===== config.mk =====
export PLATFORM = sky130hd
export DESIGN_NAME = fix_word_scaler_core
export DESIGN_NICKNAME = d
export VERILOG_FILES = /design/src/hdl/fws_pkg.sv /design/src/hdl/fws_decode.sv /design/src/hdl/fix_word_scaler_core.sv
export SDC_FILE = /design/constraint.sdc
export NUM_CORES = 2
export LEC_CHECK = 0
export CORE_ASPECT_RATIO = 0.8
export CORE_MARGIN = 2
export CORE_UTILIZATION = 60
export CTS_CLUSTER_SIZE = 28
export DETAILED_ROUTE_END_ITERATION = 12
export DONT_BUFFER_PORTS = 1
export PLACE_DENSITY = 0.79
export SYNTH_ARGS = -nofsm -noshare
export SYNTH_HDL_FRONTEND = slang
export SYNTH_SLANG_ARGS = --single-unit

===== constraint.sdc =====
create_clock -name clk -period 8.4 [get_ports clk]
set_clock_uncertainty 0.15 [all_clocks]
set_input_delay 0.42 -clock clk [delete_from_list [all_inputs] [get_ports clk]]
set_output_delay 0.42 -clock clk [all_outputs]
set_load 0.02 [all_outputs]

===== src/hdl/fws_pkg.sv =====
`default_nettype none
package fws_pkg;

  localparam int unsigned SIZE_W   = 27;
  localparam int unsigned ZN_W     = 23;
  localparam int unsigned PROD_W   = ZN_W + 8;
  localparam int unsigned CORR_W   = 31;
  localparam int unsigned SHIFT_W  = 3;

  localparam logic [SIZE_W-1:0] SIZE_RESET = 27'd65536;
  localparam logic [7:0]        NEG_TOP    = 8'd255;
  localparam logic [7:0]        SIGN_LIMIT = 8'd127;

  localparam logic [2:0] CNT_ONE   = 3'd1;
  localparam logic [2:0] CNT_TWO   = 3'd2;
  localparam logic [2:0] CNT_THREE = 3'd3;
  localparam logic [2:0] CNT_FOUR  = 3'd4;

  typedef struct packed {
    logic [7:0] b1;
    logic [7:0] b2;
    logic [7:0] b3;
    logic       neg;
  } dec_t;

endpackage : fws_pkg
`default_nettype wire


===== src/hdl/fws_decode.sv =====
`default_nettype none
module fws_decode (
  input  wire logic [2:0]  byte_count,
  input  wire logic [31:0] raw_word,
  output fws_pkg::dec_t    dec
);

  logic [7:0] ext2;
  logic [7:0] ext3;

  assign ext3 = (raw_word[7:0]  > fws_pkg::SIGN_LIMIT) ? fws_pkg::NEG_TOP : 8'd0;
  assign ext2 = (raw_word[15:8] > fws_pkg::SIGN_LIMIT) ? fws_pkg::NEG_TOP : 8'd0;

  always_comb begin
    dec = '0;
    case (byte_count)
      fws_pkg::CNT_ONE: begin
        dec.b3  = raw_word[7:0];
        dec.b2  = ext3;
        dec.b1  = ext3;
        dec.neg = ext3[7];
      end
      fws_pkg::CNT_TWO: begin
        dec.b3  = raw_word[7:0];
        dec.b2  = raw_word[15:8];
        dec.b1  = ext2;
        dec.neg = ext2[7];
      end
      fws_pkg::CNT_THREE: begin
        dec.b3  = raw_word[7:0];
        dec.b2  = raw_word[15:8];
        dec.b1  = raw_word[23:16];
        dec.neg = raw_word[23];
      end
      fws_pkg::CNT_FOUR: begin
        dec.b3  = raw_word[7:0];
        dec.b2  = raw_word[15:8];
        dec.b1  = raw_word[23:16];
        // the top byte is dropped, only 255 marks a negative word
        dec.neg = (raw_word[31:24] == fws_pkg::NEG_TOP);
      end
      default: dec = '0;
    endcase
  end

endmodule : fws_decode
`default_nettype wire


===== src/hdl/fix_word_scaler_core.sv =====
`default_nettype none
// Channel   Dir  Payload
// s_*       in   tdata[2:0] byte_count, tdata[34:3] raw_word
// m_*       out  tdata[31:0] scaled_value
// apb       in   addr 0x0 design_size[26:0]
//
// Five register stages: decode, multiply, two adds, shift/subtract.
// One request per cycle unless a stall at m_tready holds the pipe.
// All stages advance together; a stall at m_tready holds the whole pipe.
// Synchronous reset clears valid bits and sets design_size to 65536.
module fix_word_scaler_core (
  input  wire logic        clk,
  input  wire logic        rst,
  input  wire logic        s_tvalid,
  output logic             s_tready,
  input  wire logic [39:0] s_tdata,   // byte_count[2:0], raw_word[34:3], zero pad
  output logic             m_tvalid,
  input  wire logic        m_tready,
  output logic [31:0]      m_tdata,   // scaled_value[31:0]
  input  wire logic        psel,
  input  wire logic        penable,
  input  wire logic        pwrite,
  input  wire logic [2:0]  paddr,
  input  wire logic [31:0] pwdata,
  output logic [31:0]      prdata,
  output logic             pready
);

  logic [fws_pkg::SIZE_W-1:0]  design_size;
  logic [fws_pkg::ZN_W-1:0]    zn;
  logic [2:0]                  norm_k;
  logic [fws_pkg::SHIFT_W-1:0] q_shift;
  logic [fws_pkg::CORR_W-1:0]  corr;
  logic                        cfg_wr;
  logic [fws_pkg::SIZE_W-1:0]  wsize;
  logic [2:0]                  k_next;

  assign pready = 1'b1;
  assign cfg_wr = psel && penable && pwrite && !paddr[2];
  assign prdata = paddr[2] ? 32'd0 : {5'd0, design_size};
  assign wsize  = pwdata[fws_pkg::SIZE_W-1:0];

  always_comb begin
    if (wsize[26]) begin
      k_next = 3'd4;
    end else if (wsize[25]) begin
      k_next = 3'd3;
    end else if (wsize[24]) begin
      k_next = 3'd2;
    end else if (wsize[23]) begin
      k_next = 3'd1;
    end else begin
      k_next = 3'd0;
    end
  end

  logic [fws_pkg::SIZE_W-1:0] zn_wide;
  assign zn_wide = wsize >> k_next;

  always_ff @(posedge clk) begin
    if (rst) begin
      design_size <= fws_pkg::SIZE_RESET;
      zn          <= fws_pkg::SIZE_RESET[fws_pkg::ZN_W-1:0];
      norm_k      <= 3'd0;
      q_shift     <= 3'd4;
      corr        <= {4'd0, fws_pkg::SIZE_RESET} << 4;
    end else if (cfg_wr) begin
      design_size <= wsize;
      zn          <= zn_wide[fws_pkg::ZN_W-1:0];
      norm_k      <= k_next;
      q_shift     <= 3'd4 - k_next;
      corr        <= {8'd0, zn_wide[fws_pkg::ZN_W-1:0]} << (4'd4 + {1'b0, k_next});
    end
  end

  // pipeline
  logic en;
  logic v1, v2, v3, v4, v5;
  fws_pkg::dec_t dec, st1;
  logic [fws_pkg::PROD_W-1:0] p1, p2, p3;
  logic                       neg2, neg3, neg4;
  logic [31:0]                t3;
  logic [fws_pkg::PROD_W-1:0] p1_3;
  logic [31:0]                q4;
  logic [31:0]                r5;
  logic [31:0]                q_sh;
  logic [31:0]                sub4;

  assign en       = !v5 || m_tready;
  assign s_tready = en;
  assign m_tvalid = v5;
  assign m_tdata  = r5;

  fws_decode u_decode (
    .byte_count (s_tdata[2:0]),
    .raw_word   (s_tdata[34:3]),
    .dec        (dec)
  );

  assign q_sh = q4 >> q_shift;
  assign sub4 = neg4 ? {1'b0, corr} : 32'd0;

  always_ff @(posedge clk) begin
    if (rst) begin
      v1 <= 1'b0;
      v2 <= 1'b0;
      v3 <= 1'b0;
      v4 <= 1'b0;
      v5 <= 1'b0;
    end else if (en) begin
      v1 <= s_tvalid;
      v2 <= v1;
      v3 <= v2;
      v4 <= v3;
      v5 <= v4;
    end
  end

  always_ff @(posedge clk) begin
    if (en) begin
      st1  <= dec;
      p1   <= {{fws_pkg::ZN_W{1'b0}}, st1.b1} * {8'd0, zn};
      p2   <= {{fws_pkg::ZN_W{1'b0}}, st1.b2} * {8'd0, zn};
      p3   <= {{fws_pkg::ZN_W{1'b0}}, st1.b3} * {8'd0, zn};
      neg2 <= st1.neg;
      t3   <= {9'd0, p3[fws_pkg::PROD_W-1:8]} + {1'b0, p2};
      p1_3 <= p1;
      neg3 <= neg2;
      q4   <= {8'd0, t3[31:8]} + {1'b0, p1_3};
      neg4 <= neg3;
      r5   <= q_sh - sub4;
    end
  end

`ifndef ASSERT_OFF
  a_accept_enters: assert property (@(posedge clk) disable iff (rst)
    (s_tvalid && s_tready) |=> v1)
    else $error("accepted request missing from stage one");

  a_stall_holds: assert property (@(posedge clk) disable iff (rst)
    !en |=> ($stable({v1, v2, v3, v4, v5}) && $stable(r5)))
    else $error("pipeline moved during stall");

  a_norm_match: assert property (@(posedge clk) disable iff (rst)
    cfg_wr |=> ({4'd0, zn} == (design_size >> norm_k)) && (zn[fws_pkg::ZN_W-1:0] == zn))
    else $error("normalized size does not match design_size");

  a_shift_range: assert property (@(posedge clk) disable iff (rst)
    cfg_wr |=> (q_shift + norm_k == 3'd4))
    else $error("quotient shift inconsistent with normalization");
`endif

endmodule : fix_word_scaler_core
`default_nettype wire


---- Word level (Yosys, flattened, before mapping) ----
Index checks and enable logic that the tools add are counted.
word-level totals
  flip-flop bits (word level) ............. 337
  bits in latches ......................... 0
  memory bits (writable) .................. 0
  memory bits (read-only) ................. 0
  input bits .............................. 82
  memories kept ........................... 0
operators by class
  add/subtract/negate cells ............... 5
  $mul .................................... 3
  divide/modulo/power cells ............... 0
  order comparisons ....................... 2
  eq/ne operators ......................... 5
  shift operators ......................... 3
  mux-type cells .......................... 9
  bitwise gates (word level) .............. 0
  reduce and logical (&&, ||, !) cells .... 6
operators with widths
  kind                                                                  number
  25-bit case mux with 4 select lines                                   1
  8-bit by 23-bit multiplier with 31-bit output                         3
  23-bit by 31-bit adder with 32-bit output                             1
  24-bit by 31-bit adder with 32-bit output                             1
  32-bit by 3-bit right shift with 32-bit output                        1
  32-bit by 31-bit subtractor with 32-bit output                        1
  31-bit two-way mux                                                    1
  23-bit by 4-bit left shift with 31-bit output                         1
  27-bit two-way mux                                                    1
  27-bit by 3-bit right shift with 23-bit output                        1
  8-bit by 7-bit > comparator with 1-bit output, second input constant  2
  8-bit two-way mux                                                     2
  8-bit == test, second input constant                                  1
  3-bit by 2-bit == test with 1-bit output, second input constant       2
  3-bit by 3-bit adder with 4-bit output, first input constant          1
  2-bit two-way mux                                                     2
  3-bit by 1-bit == test with 1-bit output, second input constant       1
  3-bit == test, second input constant                                  1
  1-bit logical AND                                                     3
  3-bit two-way mux                                                     1
  3-bit subtractor, first input constant                                1
  1-bit logical NOT                                                     2
  1-bit logical OR                                                      1
  1-bit two-way mux                                                     1

---- Logic depth before layout (Yosys ltp) ----
  depth in word-level cells ............... 6
  depth in mapped cells ................... 22
  depth with buffers taken out ............ 20

---- Cells and area by module ----
A second synthesis with hierarchy kept.
unflattened totals
  cell total of the unflattened synthesis .. 3314
  area, all modules ....................... 32503.7 um2
by module, submodules not included
  module                instances  cells an instance  area each (um2)
  fix_word_scaler_core  1          3253               32115.8
  fws_decode            1          61                 387.9

---- Worst setup path before layout ----
Ideal clock, no wire load.
  kind .................................... input port to flip-flop
  start point ............................. input m_tready
  end point ............................... register v1
  library setup time ...................... 139 ps
  arrival time ............................ 7780 ps
  slack ................................... 331 ps
  stages on the path ...................... 4
  path buffers ............................ 1
  cells stage by stage .................... nand2b_1 clkbuf_1 mux2i_1 nor2_1
on the way
  word-level cells in the longest chain between the ends .. 1
RTL lines
  element               RTL line                     text
  start, declared       fix_word_scaler_core.sv:18   input wire logic m_tready,
  1-bit logical OR      fix_word_scaler_core.sv:89   assign en = !v5 || m_tready;
  via s_tready          fix_word_scaler_core.sv:15   output logic s_tready,
  end signal, assigned  fix_word_scaler_core.sv:111  v1 <= s_tvalid;
  end, declared         fix_word_scaler_core.sv:78   logic v1, v2, v3, v4, v5;
The timed path passes the listed nets, and every way through them passes these cells.
A chain may end at the register's enable or synchronous reset.

---- Worst setup path after layout ----
  start point ............................. register zn[6] in the netlist's numbering
  end point ............................... register p1[29] in the netlist's numbering, data pin
on the way
  word-level cells in the longest chain between the ends .. 1
RTL lines
  element                                        RTL line                     text
  start, declared                                fix_word_scaler_core.sv:30   logic [fws_pkg::ZN_W-1:0] zn;
  start signal, assigned                         fix_word_scaler_core.sv:63   zn <= fws_pkg::SIZE_RESET[fws_pkg::ZN_W-1:0];
  start signal, assigned                         fix_word_scaler_core.sv:69   zn <= zn_wide[fws_pkg::ZN_W-1:0];
  8-bit by 23-bit multiplier with 31-bit output  fix_word_scaler_core.sv:122  p1 <= {{fws_pkg::ZN_W{1'b0}}, st1.b1} * {8'd0, zn};
  end signal, assigned                           fix_word_scaler_core.sv:122
  end, declared                                  fix_word_scaler_core.sv:80   logic [fws_pkg::PROD_W-1:0] p1, p2, p3;
Every way passes these cells.

==> results_dict.tcl <==
set metrics [dict create \
    final_util_pct 65.0 \
    die_w_um 264 \
    vias_per_cell 5.97 \
    postSynth.asyncResetShare_pct 0 \
    clock_path_buffers 3 \
    ant_nets 0 \
    area_growth_pct 7.25 \
    min_to "zn[7]" \
    max_cap_violations 0 \
    cp_common_cell "fa_1" \
    critPathBufInv 2 \
    cts.sinks 321 \
    cp.arrival_ps 6850 \
    dieArea_um2 56000 \
    min_from "pwdata[26]" \
    synth_cell_type_count 73 \
    setup_tns_ps 0 \
    rows 76 \
    reg2reg_slack_ps 1710 \
    drc 0 \
    drv_slew 0 \
    cp-end-kind "flip-flop" \
    start_util_pct 60.6 \
    yosys_warnings 0 \
    grt_pass1_vias 25191 \
    slew_headroom_pct 10.9 \
    core_area_um2 53600 \
    numCtsBuffers 36 \
    grt_antenna_before_repair 1 \
    synthFlopType "edfxtp_1" \
    gr-total-overflow 0 \
    cts_root_buf "clkbuf_16" \
    detail_route.wl_per_cell_um 19.4 \
    rsz0062_at_grt "false" \
    path_max_fanout 25 \
    drt-met1-wl_mm 33.3 \
    grt_pass1_wl_mm 129 \
    r2r-start "zn[6]" \
    fillers 4197 \
    routabilityCongestion 0.941 \
    setup_violations 0 \
    dp_hpwl_mm 56.9 \
    yosysSeqAreaShare_pct 26.9 \
    p_total_w 0.00557 \
    clk_latency_ps 550 \
    worst_pin_slew_ps 1330 \
    reg2reg_depth 18 \
    syn_inst 3342 \
    synth_edf_count 232 \
    cp_cell_sequence "and2_1 -> fa_1 -> fa_1 -> fa_1 -> inv_1 -> fa_1 -> inv_1 -> ha_1 -> o21a_1 -> o21a_1 -> o32a_1 -> a221o_1 -> a211oi_2 -> a21oi_2 -> a221oi_4 -> o2111ai_1 -> a21oi_1 -> xnor2_1" \
    p_leak_nw 16.7 \
    crit_required_ps 8550 \
    drt-initial-drc-count 2182 \
    peakVddDrop_mv 0.149 \
    layout_min_cycle_time_ps 6690 \
    path_class "reg2reg" \
    ctsHtreeMaxLevel 2 \
    drt-total-wl_mm 78.3 \
    dr.pass1.iters 6 \
    die_h_um 212 \
    startpoint_type "flip-flop" \
    syn_avg_cell_area_um2 9.72 \
    netlist_top_cells_area "fa_1 (23%), edfxtp_1 (21%), ha_1 (8.8%), and2_1 (8.4%), dfxtp_1 (5.5%)" \
    io_buffers 0 \
    max_freq_mhz 149 \
    dr_wl_met3_mm 6.61 \
    crit_family "compound AO/OA/AOI/OAI gates" \
    route.met2.wl_mm 36.5 \
    path_clk_slew_ps 60 \
    post-place-ws_ps 1850 \
    cts_tree "done" \
    cp_slowest_cell "dfxtp_1" \
    finalHoldViolations 0 \
    ioPinCount 149 \
    r2r-end "p1[29]" \
    grt_max_degree 175 \
    ys_ff_latch 321 \
    synth_top_area_share_pct 23.4 \
    final.period_utilization_pct 79.7 \
    drive_gt1_share_pct 4.02 \
    hold_path.class "in2reg" \
    power_density_nw_per_um2 160 \
    grt_use_total_pct 28.6 \
    cp_slowest_stage_delay_ps 1090 \
    min_path_cells 2 \
    vias 24101 \
    status "finished, final reports clean" \
    layout.nets 3999 \
    synth_area_um2 32500 \
    synth_top_area_cell "fa_1" \
    final_area_um2 34800 \
    place_area_um2 33000 \
    setup_slack_ps 1710 \
    highest_layer "met4" \
]
==> sequential cells by signal, summed over array words and instances, names as in the netlist <==
name,count
corr,31
design_size,27
m_tdata,32
m_tvalid,1
neg2,1
neg3,1
neg4,1
p1,31
p1_3,31
p2,31
p3,23
q4,32
q_shift,3
st1,25
t3,24
v1,1
v2,1
v3,1
v4,1
zn,23
==> cells by family (layout without fill, tap and decap cells) <==
family	after synthesis	in the layout	synth area share, %
other	2	7	0.0231
XOR/XNOR	126	126	3.40
AND/OR/NAND/NOR	1133	1133	18.0
flip-flops	321	321	26.9
buffers and inverters	545	535	6.37
adder cells (fa/ha/maj)	607	607	32.1
multiplexers	105	105	3.34
AO/OA/AOI/OAI	503	503	9.82
==> layer usage <==
| layer | track usage (%) | vias to the layer above |
|---|---|---|
| li1 | - | 10916 |
| met3 | 4.93 | 151 |
| met2 | 47.0 | 975 |
| met4 | 7.74 | 0 |
| met1 | 39.6 | 12059 |
| met5 | 0 | - |
==> worst reg2reg max path: stages (launching register included) <==
cell	delay [ps]
dfxtp_1	1090
and2_1	290
fa_1	420
fa_1	510
fa_1	500
inv_1	50
fa_1	470
inv_1	40
ha_1	330
o21a_1	200
o21a_1	200
o32a_1	260
a221o_1	470
a211oi_2	420
a21oi_2	180
a221oi_4	360
o2111ai_1	190
a21oi_1	230
xnor2_1	80
==> stage by stage <==
step           hold slack (ps)  instances
2_1_floorplan              250       3346
3_3_place_gp               253       3911
3_5_place_dp               255       3911
4_1_cts                  0.844       4038
5_1_grt                   46.5       4038
6_report                  9.66       4039
==> Yosys cell counts (all sizes together), types with 54 or more instances <==
cell,number
fa,379
nand2,335
dfxtp,89
clkbuf,154
a21o,54
ha,228
and2,435
xnor2,89
mux2i,79
o21ai,75
nor2,135
inv,377
edfxtp,232
nor2b,64
a21oi,194
==> layout make-up <==
cell class	instances	area [um^2]	share of cell area, %
clock inverter	21	228	0.654
antenna	1	2.50	0.00718
clock buffer	43	977	2.80
timing repair buffer	94	893	2.56
multi-input combinational	2480	21700	62.3
inverter	377	1420	4.06
sequential	321	8750	25.1
tap	702	878	2.52
==> repair_timing <==
action / 4_1_cts / 5_1_grt
hold buffers: 63 / 0
setup buffers: 0 / 0
endpoints found under the hold margin: 114 / 0
resized for setup: 0 / 0
==> cell usage in the layout, fill, tap and decap left out, types with 10 or more instances in the layout <==
cell type and count:
buf_4 30, a21o_1 54, dfxtp_1 89, nor2_1 134, nor3_1 46, nand4_1 10
o21bai_1 13, o21a_1 31, nand2b_1 23, nand2_1 335, nor2b_1 64, nand3_1 34
mux2i_1 79, xnor2_1 89, and2_1 435, edfxtp_1 232, clkbuf_16 36, o21ai_0 74
ha_1 228, a211oi_1 51, dlygate4sd3_1 62, fa_1 379, mux2_2 26, inv_1 376
and3_1 14, a31oi_1 13, xor2_1 37, a21oi_1 192
==> how the worst max path moves through the flow <==
stage              from  endpoint  cells after the start
2_1_floorplan  m_tready        v1                      4
3_3_place_gp    st1[19]    p1[29]                     19
3_5_place_dp      zn[6]    p2[30]                     18
4_1_cts           zn[6]    p2[30]                     18
5_1_grt           zn[6]    p2[30]                     18
6_report          zn[6]    p1[29]                     18
==> power breakdown <==
| group | switching (W) | total, W | internal, W |
|---|---|---|---|
| logic | 0.000908 | 0.00158 | 0.000672 |
| registers | 0.000315 | 0.00236 | 0.00205 |
| clock network | 0.000671 | 0.00163 | 0.000957 |
| total | 0.00189 | 0.00557 | 0.00368 |
Power figures use the tool's default switching activity.
